**src/rtl/solar_pump_pwm_ramp_control_macros.svh**
```systemverilog
// ----------------------------------------------------------------------------
// Solar pump PWM ramp control: assertion macros
// Concurrent assertion shorthands. Define ASSERT_OFF to compile them out.
// ----------------------------------------------------------------------------
`ifndef SOLAR_PUMP_PWM_RAMP_CONTROL_MACROS_SVH
`define SOLAR_PUMP_PWM_RAMP_CONTROL_MACROS_SVH

`ifndef ASSERT_OFF

// same-cycle implication
`define SPPRC_ASSERT_IMPLY(label, clk, rst_n, ante, cons, msg) \
	label: assert property (@(posedge clk) disable iff (!rst_n) (ante) |-> (cons)) \
		else $error(msg);

// next-cycle implication
`define SPPRC_ASSERT_NEXT(label, clk, rst_n, ante, cons, msg) \
	label: assert property (@(posedge clk) disable iff (!rst_n) (ante) |=> (cons)) \
		else $error(msg);

`else

`define SPPRC_ASSERT_IMPLY(label, clk, rst_n, ante, cons, msg)
`define SPPRC_ASSERT_NEXT(label, clk, rst_n, ante, cons, msg)

`endif

`endif

```
**src/rtl/spprc_pkg.sv**
```systemverilog
// ----------------------------------------------------------------------------
// Solar pump PWM ramp control: package
// Fixed-point constants, register indexes and controller/datapath interface.
// ----------------------------------------------------------------------------
package spprc_pkg;

	localparam int unsigned PWM_MAX_DEF = 255;
	localparam int DUTY_W = 17;

	// duty values are fractions of 65536
	localparam logic [DUTY_W-1:0] ONE_FIX   = 17'd65536;
	localparam logic [DUTY_W-1:0] LOW_FIX   = 17'd6554;   // 10%
	localparam logic [DUTY_W-1:0] START_FIX = 17'd9830;   // 15%
	localparam logic [DUTY_W-1:0] MAX_TGT   = 17'd58982;  // 15% + 75%

	// ramp step = ramp*65536/100 = ramp*655 + floor(ramp*36/100)
	localparam logic [9:0]  STEP_INT   = 10'd655;
	localparam logic [17:0] STEP_FRAC  = 18'd188748;  // 36 * ceil(2^19/100)
	localparam int          STEP_SHIFT = 19;

	localparam int DIV_STEPS = 16;
	localparam int CNT_W     = $clog2(DIV_STEPS);

	typedef enum logic [1:0] {
		CFG_ON   = 2'd0,
		CFG_OFF  = 2'd1,
		CFG_SPAN = 2'd2,
		CFG_RAMP = 2'd3
	} cfg_idx_t;

	typedef struct packed {
		logic load;      // capture request, precompute ramp step
		logic decide;    // pick branch, seed divider
		logic div_step;  // one quotient bit
		logic tgt;       // target from quotient
		logic duty;      // duty update
		logic pwm;       // PWM product
		logic out_load;  // fill result register
	} dp_cmd_t;

	typedef struct packed {
		logic run;       // target must be recomputed
		logic sat;       // ratio saturates, skip division
		logic out_free;  // result register can take a new value
	} dp_stat_t;

endpackage

```
**src/rtl/solar_pump_pwm_ramp_control.sv**
```systemverilog
// ----------------------------------------------------------------------------
// Solar pump PWM ramp control: top level
// Turns temperature-difference samples into a ramped pump duty and PWM level.
// ----------------------------------------------------------------------------
// Usage:
//   Input channel (in_valid/in_ready, solar_delta) takes one signed sample per
//   request; output channel (out_valid/out_ready) returns pwm_level, duty_now
//   and duty_target for each request, in order.
//   Configuration is a plain write port (cfg_we, cfg_idx, cfg_data); write it
//   only while no request is in flight.
//   From accept to out_valid a request passes decide, PWM and output when
//   the pump is off, held or in the 10% band; decide, target, duty, PWM and
//   output when the speed ratio saturates; decide, the radix-2 divider,
//   target, duty, PWM and output when the ratio is computed. in_ready rises
//   together with out_valid, so a new request is taken only after the last.
//   A single result register sits on the output; a stalled receiver holds
//   the block in its final step until that register frees up, while the
//   finished result stays stable on the ports.
//   Reset clears duty and target to zero, loads register defaults (on 0,
//   off 0, span 1, ramp 1%) and empties the output.
// ----------------------------------------------------------------------------
module solar_pump_pwm_ramp_control import spprc_pkg::*; #(
	parameter int unsigned PWM_MAX = PWM_MAX_DEF
) (
	input  logic               clk,
	input  logic               arst_n,
	input  logic               in_valid,
	output logic               in_ready,
	input  logic signed [15:0] solar_delta,
	output logic               out_valid,
	input  logic               out_ready,
	output logic [7:0]         pwm_level,
	output logic [DUTY_W-1:0]  duty_now,
	output logic [DUTY_W-1:0]  duty_target,
	input  logic               cfg_we,
	input  logic [1:0]         cfg_idx,
	input  logic [15:0]        cfg_data
);

	logic signed [15:0] on_delta_q;
	logic signed [15:0] off_delta_q;
	logic signed [15:0] span_delta_q;
	logic [6:0]         ramp_pct_q;

	always_ff @(posedge clk or negedge arst_n) begin
		if (!arst_n) begin
			on_delta_q   <= 16'sd0;
			off_delta_q  <= 16'sd0;
			span_delta_q <= 16'sd1;
			ramp_pct_q   <= 7'd1;
		end else if (cfg_we) begin
			case (cfg_idx)
				CFG_ON:   on_delta_q   <= cfg_data;
				CFG_OFF:  off_delta_q  <= cfg_data;
				CFG_SPAN: span_delta_q <= cfg_data;
				CFG_RAMP: ramp_pct_q   <= cfg_data[6:0];
				default: ;
			endcase
		end
	end

	dp_cmd_t  cmd;
	dp_stat_t stat;

	spprc_ctrl u_ctrl (
		.clk      (clk),
		.arst_n   (arst_n),
		.in_valid (in_valid),
		.in_ready (in_ready),
		.stat     (stat),
		.cmd      (cmd)
	);

	spprc_dp #(
		.PWM_MAX (PWM_MAX)
	) u_dp (
		.clk         (clk),
		.arst_n      (arst_n),
		.cmd         (cmd),
		.stat        (stat),
		.solar_delta (solar_delta),
		.on_delta    (on_delta_q),
		.off_delta   (off_delta_q),
		.span_delta  (span_delta_q),
		.ramp_pct    (ramp_pct_q),
		.out_ready   (out_ready),
		.out_valid   (out_valid),
		.pwm_level   (pwm_level),
		.duty_now    (duty_now),
		.duty_target (duty_target)
	);

endmodule

```
**src/rtl/spprc_ctrl.sv**
```systemverilog
// ----------------------------------------------------------------------------
// Solar pump PWM ramp control: controller
// Sequences decision, serial division, target and duty update, PWM and output.
// ----------------------------------------------------------------------------
`include "solar_pump_pwm_ramp_control_macros.svh"

module spprc_ctrl import spprc_pkg::*; (
	input  logic     clk,
	input  logic     arst_n,
	input  logic     in_valid,
	output logic     in_ready,
	input  dp_stat_t stat,
	output dp_cmd_t  cmd
);

	typedef enum logic [6:0] {
		ST_IDLE   = 7'b0000001,
		ST_DECIDE = 7'b0000010,
		ST_DIV    = 7'b0000100,
		ST_TGT    = 7'b0001000,
		ST_DUTY   = 7'b0010000,
		ST_PWM    = 7'b0100000,
		ST_OUT    = 7'b1000000
	} state_t;

	state_t           state_q, state_d;
	logic [CNT_W-1:0] cnt_q;
	logic             div_last;

	assign div_last = (cnt_q == CNT_W'(DIV_STEPS - 1));

	always_comb begin
		state_d = state_q;
		case (state_q)
			ST_IDLE: begin
				if (in_valid) state_d = ST_DECIDE;
			end
			ST_DECIDE: begin
				if (!stat.run)    state_d = ST_PWM;
				else if (stat.sat) state_d = ST_TGT;
				else               state_d = ST_DIV;
			end
			ST_DIV: begin
				if (div_last) state_d = ST_TGT;
			end
			ST_TGT:  state_d = ST_DUTY;
			ST_DUTY: state_d = ST_PWM;
			ST_PWM:  state_d = ST_OUT;
			ST_OUT: begin
				if (stat.out_free) state_d = ST_IDLE;
			end
			default: state_d = ST_IDLE;
		endcase
	end

	always_ff @(posedge clk or negedge arst_n) begin
		if (!arst_n) begin
			state_q <= ST_IDLE;
			cnt_q   <= '0;
		end else begin
			state_q <= state_d;
			if (state_q == ST_DIV) cnt_q <= cnt_q + CNT_W'(1);
			else                   cnt_q <= '0;
		end
	end

	assign in_ready = (state_q == ST_IDLE);

	always_comb begin
		cmd          = '0;
		cmd.load     = in_valid && (state_q == ST_IDLE);
		cmd.decide   = (state_q == ST_DECIDE);
		cmd.div_step = (state_q == ST_DIV);
		cmd.tgt      = (state_q == ST_TGT);
		cmd.duty     = (state_q == ST_DUTY);
		cmd.pwm      = (state_q == ST_PWM);
		cmd.out_load = (state_q == ST_OUT) && stat.out_free;
	end

	`SPPRC_ASSERT_NEXT(a_accept_decide, clk, arst_n, in_valid && in_ready,
		state_q == ST_DECIDE, "accepted request did not move to decide")
	`SPPRC_ASSERT_IMPLY(a_cnt_idle, clk, arst_n, state_q != ST_DIV,
		cnt_q == '0, "division counter running outside division")
	`SPPRC_ASSERT_NEXT(a_out_done, clk, arst_n, cmd.out_load,
		state_q == ST_IDLE && in_ready, "controller not idle after result load")

endmodule

```
**src/rtl/spprc_dp.sv**
```systemverilog
// ----------------------------------------------------------------------------
// Solar pump PWM ramp control: datapath
// Duty/target state, radix-2 restoring divider, ramp logic, PWM scaling and
// the result register.
// ----------------------------------------------------------------------------
`include "solar_pump_pwm_ramp_control_macros.svh"

module spprc_dp import spprc_pkg::*; #(
	parameter int unsigned PWM_MAX = PWM_MAX_DEF
) (
	input  logic               clk,
	input  logic               arst_n,
	input  dp_cmd_t            cmd,
	output dp_stat_t           stat,
	input  logic signed [15:0] solar_delta,
	input  logic signed [15:0] on_delta,
	input  logic signed [15:0] off_delta,
	input  logic signed [15:0] span_delta,
	input  logic [6:0]         ramp_pct,
	input  logic               out_ready,
	output logic               out_valid,
	output logic [7:0]         pwm_level,
	output logic [DUTY_W-1:0]  duty_now,
	output logic [DUTY_W-1:0]  duty_target
);

	localparam int PMW    = $clog2(PWM_MAX + 1);
	localparam int PROD_W = (DUTY_W + PMW + 1 > 24) ? DUTY_W + PMW + 1 : 24;

	logic signed [15:0] delta_q;
	logic [DUTY_W-1:0]  step_q;
	logic [15:0]        rem_q;
	logic [DUTY_W-1:0]  quo_q;
	logic [DUTY_W-1:0]  tgt_q;
	logic [DUTY_W-1:0]  duty_q;
	logic [PROD_W-1:0]  prod_q;
	logic               out_valid_q;
	logic [7:0]         pwm_level_q;
	logic [DUTY_W-1:0]  duty_now_q;
	logic [DUTY_W-1:0]  duty_target_q;

	// ramp step, precomputed at request capture
	logic [DUTY_W-1:0] step_int;
	logic [24:0]       step_frac;
	logic [DUTY_W-1:0] step_d;

	assign step_int  = DUTY_W'(ramp_pct) * DUTY_W'(STEP_INT);
	assign step_frac = 25'(ramp_pct) * 25'(STEP_FRAC);
	assign step_d    = step_int + DUTY_W'(step_frac >> STEP_SHIFT);

	// branch decision
	logic        below_off, le_on, duty_zero, prep, run, span_pos, sat;
	logic [16:0] diff_full;
	logic [15:0] diff;

	assign below_off = delta_q < off_delta;
	assign le_on     = delta_q <= on_delta;
	assign duty_zero = (duty_q == '0);
	assign prep      = le_on && duty_zero;
	assign run       = !below_off && !prep && (!le_on || duty_q >= START_FIX);
	assign diff_full = {delta_q[15], delta_q} - {off_delta[15], off_delta};
	assign diff      = diff_full[15:0];
	assign span_pos  = !span_delta[15] && (span_delta != '0);
	// diff at or above span, or a span not above zero, saturates to exactly 1.0
	assign sat       = !span_pos || (diff >= span_delta[15:0]);

	// divider step
	logic [16:0] rem_x2;
	logic        q_bit;

	assign rem_x2 = {rem_q, 1'b0};
	assign q_bit  = rem_x2 >= {1'b0, span_delta[15:0]};

	// target = 15% + 3q/4
	logic [18:0] tri_q;
	assign tri_q = {2'b00, quo_q} + {1'b0, quo_q, 1'b0};

	logic [DUTY_W-1:0] gap;
	assign gap = tgt_q - duty_q;

	always_ff @(posedge clk or negedge arst_n) begin
		if (!arst_n) begin
			duty_q <= '0;
			tgt_q  <= '0;
		end else begin
			if (cmd.decide) begin
				if (below_off) begin
					duty_q <= '0;
					tgt_q  <= '0;
				end else if (prep) begin
					duty_q <= LOW_FIX;
					tgt_q  <= LOW_FIX;
				end
			end
			if (cmd.tgt) tgt_q <= START_FIX + DUTY_W'(tri_q >> 2);
			if (cmd.duty) begin
				if (duty_q < START_FIX)  duty_q <= START_FIX;
				else if (tgt_q < duty_q) duty_q <= tgt_q;
				else if (gap < step_q)   duty_q <= tgt_q;
				else                     duty_q <= duty_q + step_q;
			end
		end
	end

	always_ff @(posedge clk) begin
		if (cmd.load) begin
			delta_q <= solar_delta;
			step_q  <= step_d;
		end
		if (cmd.decide) begin
			rem_q <= diff;
			quo_q <= sat ? ONE_FIX : '0;
		end
		if (cmd.div_step) begin
			rem_q <= q_bit ? 16'(rem_x2 - {1'b0, span_delta[15:0]}) : rem_x2[15:0];
			quo_q <= {quo_q[DUTY_W-2:0], q_bit};
		end
		if (cmd.pwm)
			prod_q <= PROD_W'(duty_q) * PROD_W'(PWM_MAX) + PROD_W'(32768);
	end

	// result register
	always_ff @(posedge clk or negedge arst_n) begin
		if (!arst_n)           out_valid_q <= 1'b0;
		else if (cmd.out_load) out_valid_q <= 1'b1;
		else if (out_ready)    out_valid_q <= 1'b0;
	end

	always_ff @(posedge clk) begin
		if (cmd.out_load) begin
			pwm_level_q   <= prod_q[23:16];
			duty_now_q    <= duty_q;
			duty_target_q <= tgt_q;
		end
	end

	assign stat.run      = run;
	assign stat.sat      = sat;
	assign stat.out_free = !out_valid_q || out_ready;

	assign out_valid   = out_valid_q;
	assign pwm_level   = pwm_level_q;
	assign duty_now    = duty_now_q;
	assign duty_target = duty_target_q;

	`SPPRC_ASSERT_IMPLY(a_duty_max, clk, arst_n, 1'b1, duty_q <= MAX_TGT,
		"duty above 90 percent")
	`SPPRC_ASSERT_IMPLY(a_tgt_max, clk, arst_n, 1'b1, tgt_q <= MAX_TGT,
		"target above 90 percent")
	`SPPRC_ASSERT_IMPLY(a_rem_range, clk, arst_n, cmd.div_step,
		rem_q < span_delta[15:0], "divider remainder not below span")

endmodule
```
**config.mk**
```make
export PLATFORM = sky130hd
export DESIGN_NAME = solar_pump_pwm_ramp_control
export DESIGN_NICKNAME = d
export VERILOG_FILES = /design/src/rtl/spprc_pkg.sv /design/src/rtl/solar_pump_pwm_ramp_control.sv /design/src/rtl/spprc_ctrl.sv /design/src/rtl/spprc_dp.sv
export VERILOG_INCLUDE_DIRS = /design/src /design/src/rtl
export SDC_FILE = /design/constraint.sdc
export NUM_CORES = 1
export LEC_CHECK = 0
export ABC_AREA = 0
export BUFFER_PORTS_ARGS = -buffer_cell sky130_fd_sc_hd__buf_2
export CAP_MARGIN = 20
export CORE_MARGIN = 1.5
export CORE_UTILIZATION = 35
export CTS_BUF_LIST = sky130_fd_sc_hd__clkbuf_4 sky130_fd_sc_hd__clkbuf_8 sky130_fd_sc_hd__clkbuf_16
export DETAILED_ROUTE_END_ITERATION = 6
export GPL_TIMING_DRIVEN = 1
export HOLD_SLACK_MARGIN = 0.06
export PLACE_DENSITY = 0.58
export SETUP_SLACK_MARGIN = 0.02
export SYNTH_ARGS = -nofsm -noshare
export SYNTH_HDL_FRONTEND = slang
export SYNTH_HIERARCHICAL = 1
export SYNTH_SLANG_ARGS = --single-unit
```
**constraint.sdc**
```tcl
create_clock -name clk -period 21.3 [get_ports clk]
set_input_delay 0 -clock clk [delete_from_list [all_inputs] [get_ports clk]]
set_output_delay 0 -clock clk [all_outputs]
set_load 0.01 [all_outputs]
```
* Word level (Yosys, flattened, before mapping)
Index checks and enable logic that the tools add are counted.
W data, S select, Z words.
** Operators by class
- Add/subtract/negate cells :: 9
- $mul :: 3
- Order comparisons :: 8
- Equality and inequality tests :: 14
- Multiplexer cells :: 23
- Reductions and logical operators :: 31
** Operator list (count)
- $mux W17 :: 11
- $pmux W7 S7 :: 1
- $mux W16 :: 3
- $lt A17 B17 Y1 :: 2
- $sub A16 B16 Y16 :: 2
- $mux W7 :: 4
- $add A24 B16 Y24 const B :: 1
- $mul A17 B8 Y24 const B :: 1
- $mul A7 B16 Y23 const B :: 1
- $add A17 B18 Y19 :: 1
- $add A14 B17 Y17 const A :: 1
- $add A17 B17 Y17 :: 1
- $add A17 B6 Y17 :: 1
- $ge A17 B14 Y1 const B :: 1
- $ge A17 B16 Y1 :: 1
- $logic_not A17 Y1 :: 1
- $lt A17 B14 Y1 const B :: 1
- $mul A7 B10 Y17 const B :: 1
- $sub A17 B17 Y17 :: 1
- $ge A16 B16 Y1 :: 1
- $le A16 B16 Y1 :: 1
- $lt A16 B16 Y1 :: 1
- $reduce_bool A16 Y1 :: 1
- $reduce_and A2 Y1 :: 6
- other kinds (22) :: 42
** Storage, ports and cells
- Bits in registers :: 233
- Bits of input ports :: 39
- Output and inout bits :: 44
- Logic and storage cells :: 105

* Logic depth before layout (Yosys ltp)
- Depth in word-level cells :: 7
- Mapped depth :: 33
- Gate-level depth less buffers :: 33

* Modules after synthesis
Netlist, hierarchy kept.
** Modules (own cells, without submodules)
- spprc_dp :: times used 1, cells each 1631, area an instance 16648.5 µm², seq. area each 4359.2 µm²
- solar_pump_pwm_ramp_control :: times used 1, cells each 117, area an instance 2074.5 µm², seq. area each 1378.8 µm²
- spprc_ctrl :: times used 1, cells each 68, area an instance 643.1 µm², seq. area each 276.5 µm²

* Worst setup path before layout
No wires, ideal clock.
- Kind :: register to register
- From :: register ramp_pct_q[5]
- To :: register u_dp.step_q[15], data pin
- Library setup time :: 158 ps
- Data arrival time :: 6922 ps
- Required time :: 21142 ps
- Setup slack :: 14220 ps
- Stages on the path, launching flop included :: 32
- Buffers on the path :: 0
- Clock period less this slack :: 7080 ps
- Path through :: dfrtp_1 -> inv_1 -> ha_1 -> fa_1 -> inv_1 -> ha_1 -> fa_1 -> ha_1 -> nand4_1 -> o31ai_1 -> a21o_1 -> a21o_1 -> a31oi_1 -> o211ai_1 -> nand2_1 -> xor2_1 -> fa_1 -> inv_1 -> ha_1 -> inv_1 -> fa_1 -> inv_1 -> ha_1 -> a21o_1 -> a21oi_1 -> o21ai_0 -> a21o_1 -> a21oi_1 -> o21ai_1 -> o41ai_2 -> or4b_1 -> o211ai_1
** On the way
- Word-level cells in the longest chain between the ends :: 2
- Elaborated cells on any way between the ends :: 3
- Those cells by class :: add/sub (1); mul (2)
** Ends and longest elaborated chain
- from (decl) :: RTL line solar_pump_pwm_ramp_control.sv:43 : logic [6:0] ramp_pct_q;
- from (signal assigned) :: RTL line solar_pump_pwm_ramp_control.sv:56 : CFG_RAMP: ramp_pct_q <= cfg_data[6:0];
- $mul A7 B16 Y23 or $mul A7 B10 Y17 (tied branches) :: RTL line spprc_dp.sv:48, spprc_dp.sv:47
- $add A17 B6 Y17 * :: RTL line spprc_dp.sv:49 : assign step_d = step_int + DUTY_W'(step_frac >> STEP_SHIFT);
- via u_dp.step_d[15] :: RTL line spprc_dp.sv:45 : logic [DUTY_W-1:0] step_d;
- to (signal assigned) :: RTL line spprc_dp.sv:108 : step_q <= step_d;
- to (decl) :: RTL line spprc_dp.sv:31 : logic [DUTY_W-1:0] step_q;
Mark *: on every way through the listed nets, which the timed path passes. The rest lies on a longest branch.
A chain may end at the register's enable or synchronous reset.

* Worst setup path after layout
Same ends and word-level chain as after synthesis.

==> impl_metrics.toml <==
[yosys]
synth_edf_count = 116
synth_top_cell_area_share = 0.196
syn-instance-count = 1816
synth_sequential_area_ratio = 0.311
post_synth.cell_area_avg_sq_um = 10.7
netlist_area_sq_um = 19400
synth.ff_latch_count = 217
synth_cell_type_count = 95
async_reset_ff_frac = 0.465
synthesis.yosys.warnings = 6
synth_top_flop_cell = "sky130_fd_sc_hd__edfxtp_1"
yosys.area.top_type = "sky130_fd_sc_hd__ha_1"
synth.area.top_cells = "sky130_fd_sc_hd__ha_1 20%, sky130_fd_sc_hd__edfxtp_1 18%, sky130_fd_sc_hd__dfrtp_1 13%, sky130_fd_sc_hd__fa_1 11%, sky130_fd_sc_hd__inv_1 4.5%"
synthesis.nets = 2264

[worst_setup_path]
worst_ep_arrival_time_ns = 8.10
crit_fanout = 8
regToRegEndpoint = "u_dp/step_q[15]"
timing.critical_path.max_delay_family = "adder cells"
timing.critical_path.slowest_stage_cell = "sky130_fd_sc_hd__fa_1"
worstSetupPathType = "register to register"
reg2reg_from = "ramp_pct_q[5]"
setup.reg_to_reg.worst_slack_ns = 13.59
critical_path.startpoint_type = "register"
worst-endpoint-required_ns = 21.68
worstSetupEndpointType = "register"
worstPathBufferInverterCount = 5
crit_path_max_incr_delay_ns = 0.58
worst-r2r-cell-count = 31

[final_layout]
area_growth_pct = 13.5
final.fill_count = 5372
diodes = 0
number_of_nets_in_the_finished_design = 2396
multi_input_area_sq_um = 12300
finalInstanceArea_sq_um = 22000
drive_above_1_share = 0.120
flip_flop_and_latch_area_sq_um = 6010

[clock_network]
clock-root-buffer = "sky130_fd_sc_hd__clkbuf_16"
htree_num_levels = 1
cts.sinks = 217
clkSlewWorstSetupHoldPaths_ns = 0.07
insertion_delay_ns = 0.56
cts_inserted_buffers = 28
post-cts-setup-buffer-count = 0
cts_tree = "built"
cts_max_path_buffers = 3
cts_resized = 0

[run]
max_cap_viol_count = 0

[floorplanning]
ioPinCount = 83
vertical_die_dimension_um = 238
num_rows = 86
die_w_um = 238
start_util = 0.353
core_sq_um = 54900
die_outline_area_sq_um = 56800

[timing]
fin_crit_ns = 7.71
final-setup-viol-count = 0
fin_crit_sh = 0.362
skew_ns = 0.0282
final.hold.worst_slack_ns = 0.163
grt_setup_unrepaired = "false"
timing.final.hold_violations = 0
worst_slew_margin_rel = 0.361
drv_slew = 0
timing.fmax_mhz = 130
fin_tns_setup_ns = 0
max_slew.worst_pin.slew_ns = 0.958

[route]
dr.pass1.iters = 5
vias_per_cell = 5.14
initialDrtViolationCount = 677
finalWirelength_um = 45300
mean_routed_wirelength_per_cell_um = 17.0
antenna_left = 0
drc = 0
routed-via-count = 13800

[global_routing]
groute.usage.overall = 0.162
antenna_found_initial = 1
global_route_wire_length_before_repair_um = 73800
largest_net_degree_at_the_start_of_global_routing = 55
grt.overflow.total = 0
groute.layer.met1.usage = 0.210
grt_use_met2 = 0.282
global_route.peak_usage_layer = "met2"
via_count_of_the_first_global_routing_pass = 14300
groute.layer.met3.usage = 0.0185

[placed_design]
port_buffers = 82
placed_cell_area_sq_um = 20500
post-dp-hpwl_um = 35800
gp_routability_congestion = 0.861

[status]
run_status = "completed"

[min_path]
worst_hold_path_type = "input port to register"
worstHoldEndpoint = "u_dp/delta_q[5]"
hold-path-cell-count = 2
worstHoldStart = "solar_delta[5]"
## synthesized netlist by cell type, types with 11 or more instances
cell type and n:
sky130_fd_sc_hd__a211oi_1 14, sky130_fd_sc_hd__a21boi_0 12, sky130_fd_sc_hd__a21o_1 37, sky130_fd_sc_hd__a21oi_1 85, sky130_fd_sc_hd__and2_1 29, sky130_fd_sc_hd__clkbuf_1 11, sky130_fd_sc_hd__dfrtp_1 98, sky130_fd_sc_hd__edfxtp_1 116
sky130_fd_sc_hd__fa_1 105, sky130_fd_sc_hd__ha_1 304, sky130_fd_sc_hd__inv_1 233, sky130_fd_sc_hd__mux2_2 57, sky130_fd_sc_hd__mux2i_1 26, sky130_fd_sc_hd__nand2_1 56, sky130_fd_sc_hd__nand2b_1 15, sky130_fd_sc_hd__nand3_1 28
sky130_fd_sc_hd__nand4_1 16, sky130_fd_sc_hd__nor2_1 101, sky130_fd_sc_hd__nor2b_1 19, sky130_fd_sc_hd__nor3_1 42, sky130_fd_sc_hd__nor4_1 11, sky130_fd_sc_hd__o211ai_1 13, sky130_fd_sc_hd__o21a_1 17, sky130_fd_sc_hd__o21ai_0 70
sky130_fd_sc_hd__xnor2_1 66, sky130_fd_sc_hd__xor2_1 37
## state kept, by name (all words and copies together), names as in the netlist
| register | count |
|---|---|
| u_dp/delta_q | 16 |
| on_delta_q | 16 |
| u_ctrl/cnt_q | 4 |
| u_dp/duty_target | 17 |
| u_dp/step_q | 17 |
| u_dp/prod_q | 8 |
| u_dp/quo_q | 17 |
| u_dp/duty_q | 17 |
| off_delta_q | 16 |
| ramp_pct_q | 7 |
| u_dp/duty_now | 17 |
| u_dp/rem_q | 16 |
| span_delta_q | 16 |
| u_dp/tgt_q | 17 |
| u_dp/pwm_level | 8 |
| u_dp/out_valid | 1 |
| u_ctrl/state_q | 7 |
## worst max-delay path by stage
stage                              from               to  slack (ns)  depth (start not counted)
final                     ramp_pct_q[5]  u_dp/step_q[15]       13.59                         31
after global routing      ramp_pct_q[5]  u_dp/step_q[15]       12.98                         31
after CTS                 ramp_pct_q[5]  u_dp/step_q[15]       13.58                         31
after detailed placement  ramp_pct_q[5]  u_dp/step_q[15]       13.59                         31
after global placement    ramp_pct_q[5]  u_dp/step_q[15]       13.75                         31
after floorplan           ramp_pct_q[5]  u_dp/step_q[15]       14.22                         31
## area by class of cell
class                   count  share of cell area
multi-input cells        1341               0.561
well taps                 704              0.0401
inverters                 233              0.0398
repair buffers            127              0.0395
clock buffers              32              0.0340
clock inverters            20              0.0121
flip-flops and latches    217               0.274
## cell families after synthesis
kind of cell,share of synthesized area
muxes,0.0477
adders and majority gates,0.305
and+or+nand+nor,0.104
DFF,0.311
AOI/OAI and AO/OA,0.133
xor gates and xnor gates,0.0466
buffers and inverters,0.0532
## cells in the final DEF, fill, tap and decap left out, drive strengths merged, types with 9 or more instances in the layout
cell and count:
a211oi 16, or3 12, nand4 16, o21ai 78, o31ai 11, nand3 28, ha 304, nor2b 19
nand2b 15, o21a 18, dlygate4sd3 39, mux2 59, a21oi 89, and2 29, a21o 37, edfxtp 116
buf 88, nor3 42, clkbuf 32, xor2 37, nor2 103, and3 9, fa 105, o211ai 13
nand2 56, inv 235, dfrtp 98, a21boi 13, xnor2 66, nor4 12, mux2i 26, clkinv 11
## per-stage QoR
step / instances / setup WS [ns] / utilization
3_5_place_dp: 2582 / 13.59 / 0.374
4_1_cts: 2674 / 13.58 / 0.401
3_3_place_gp: 2582 / 13.75 / 0.374
2_1_floorplan: 1816 / 14.22 / -
5_1_grt: 2674 / 12.98 / 0.401
6_report: 2674 / 13.59 / 0.401
## layer usage
| metal | share of wire | vias to the layer above |
|---|---|---|
| met2 | 0.47 | 282 |
| met4 | 0.034 | 2 |
| li1 | - | 6756 |
| met1 | 0.46 | 6632 |
| met5 | 0.00037 | - |
| met3 | 0.035 | 82 |
## timing repair
action                                 CTS  global route
setup endpoints to repair                0             0
hold buffers                            40             0
endpoints found under the hold margin  124             0
Power is left out: the tool's default activity adds up to more than one toggle a clock period on the data nets, which glitch-free logic cannot reach.
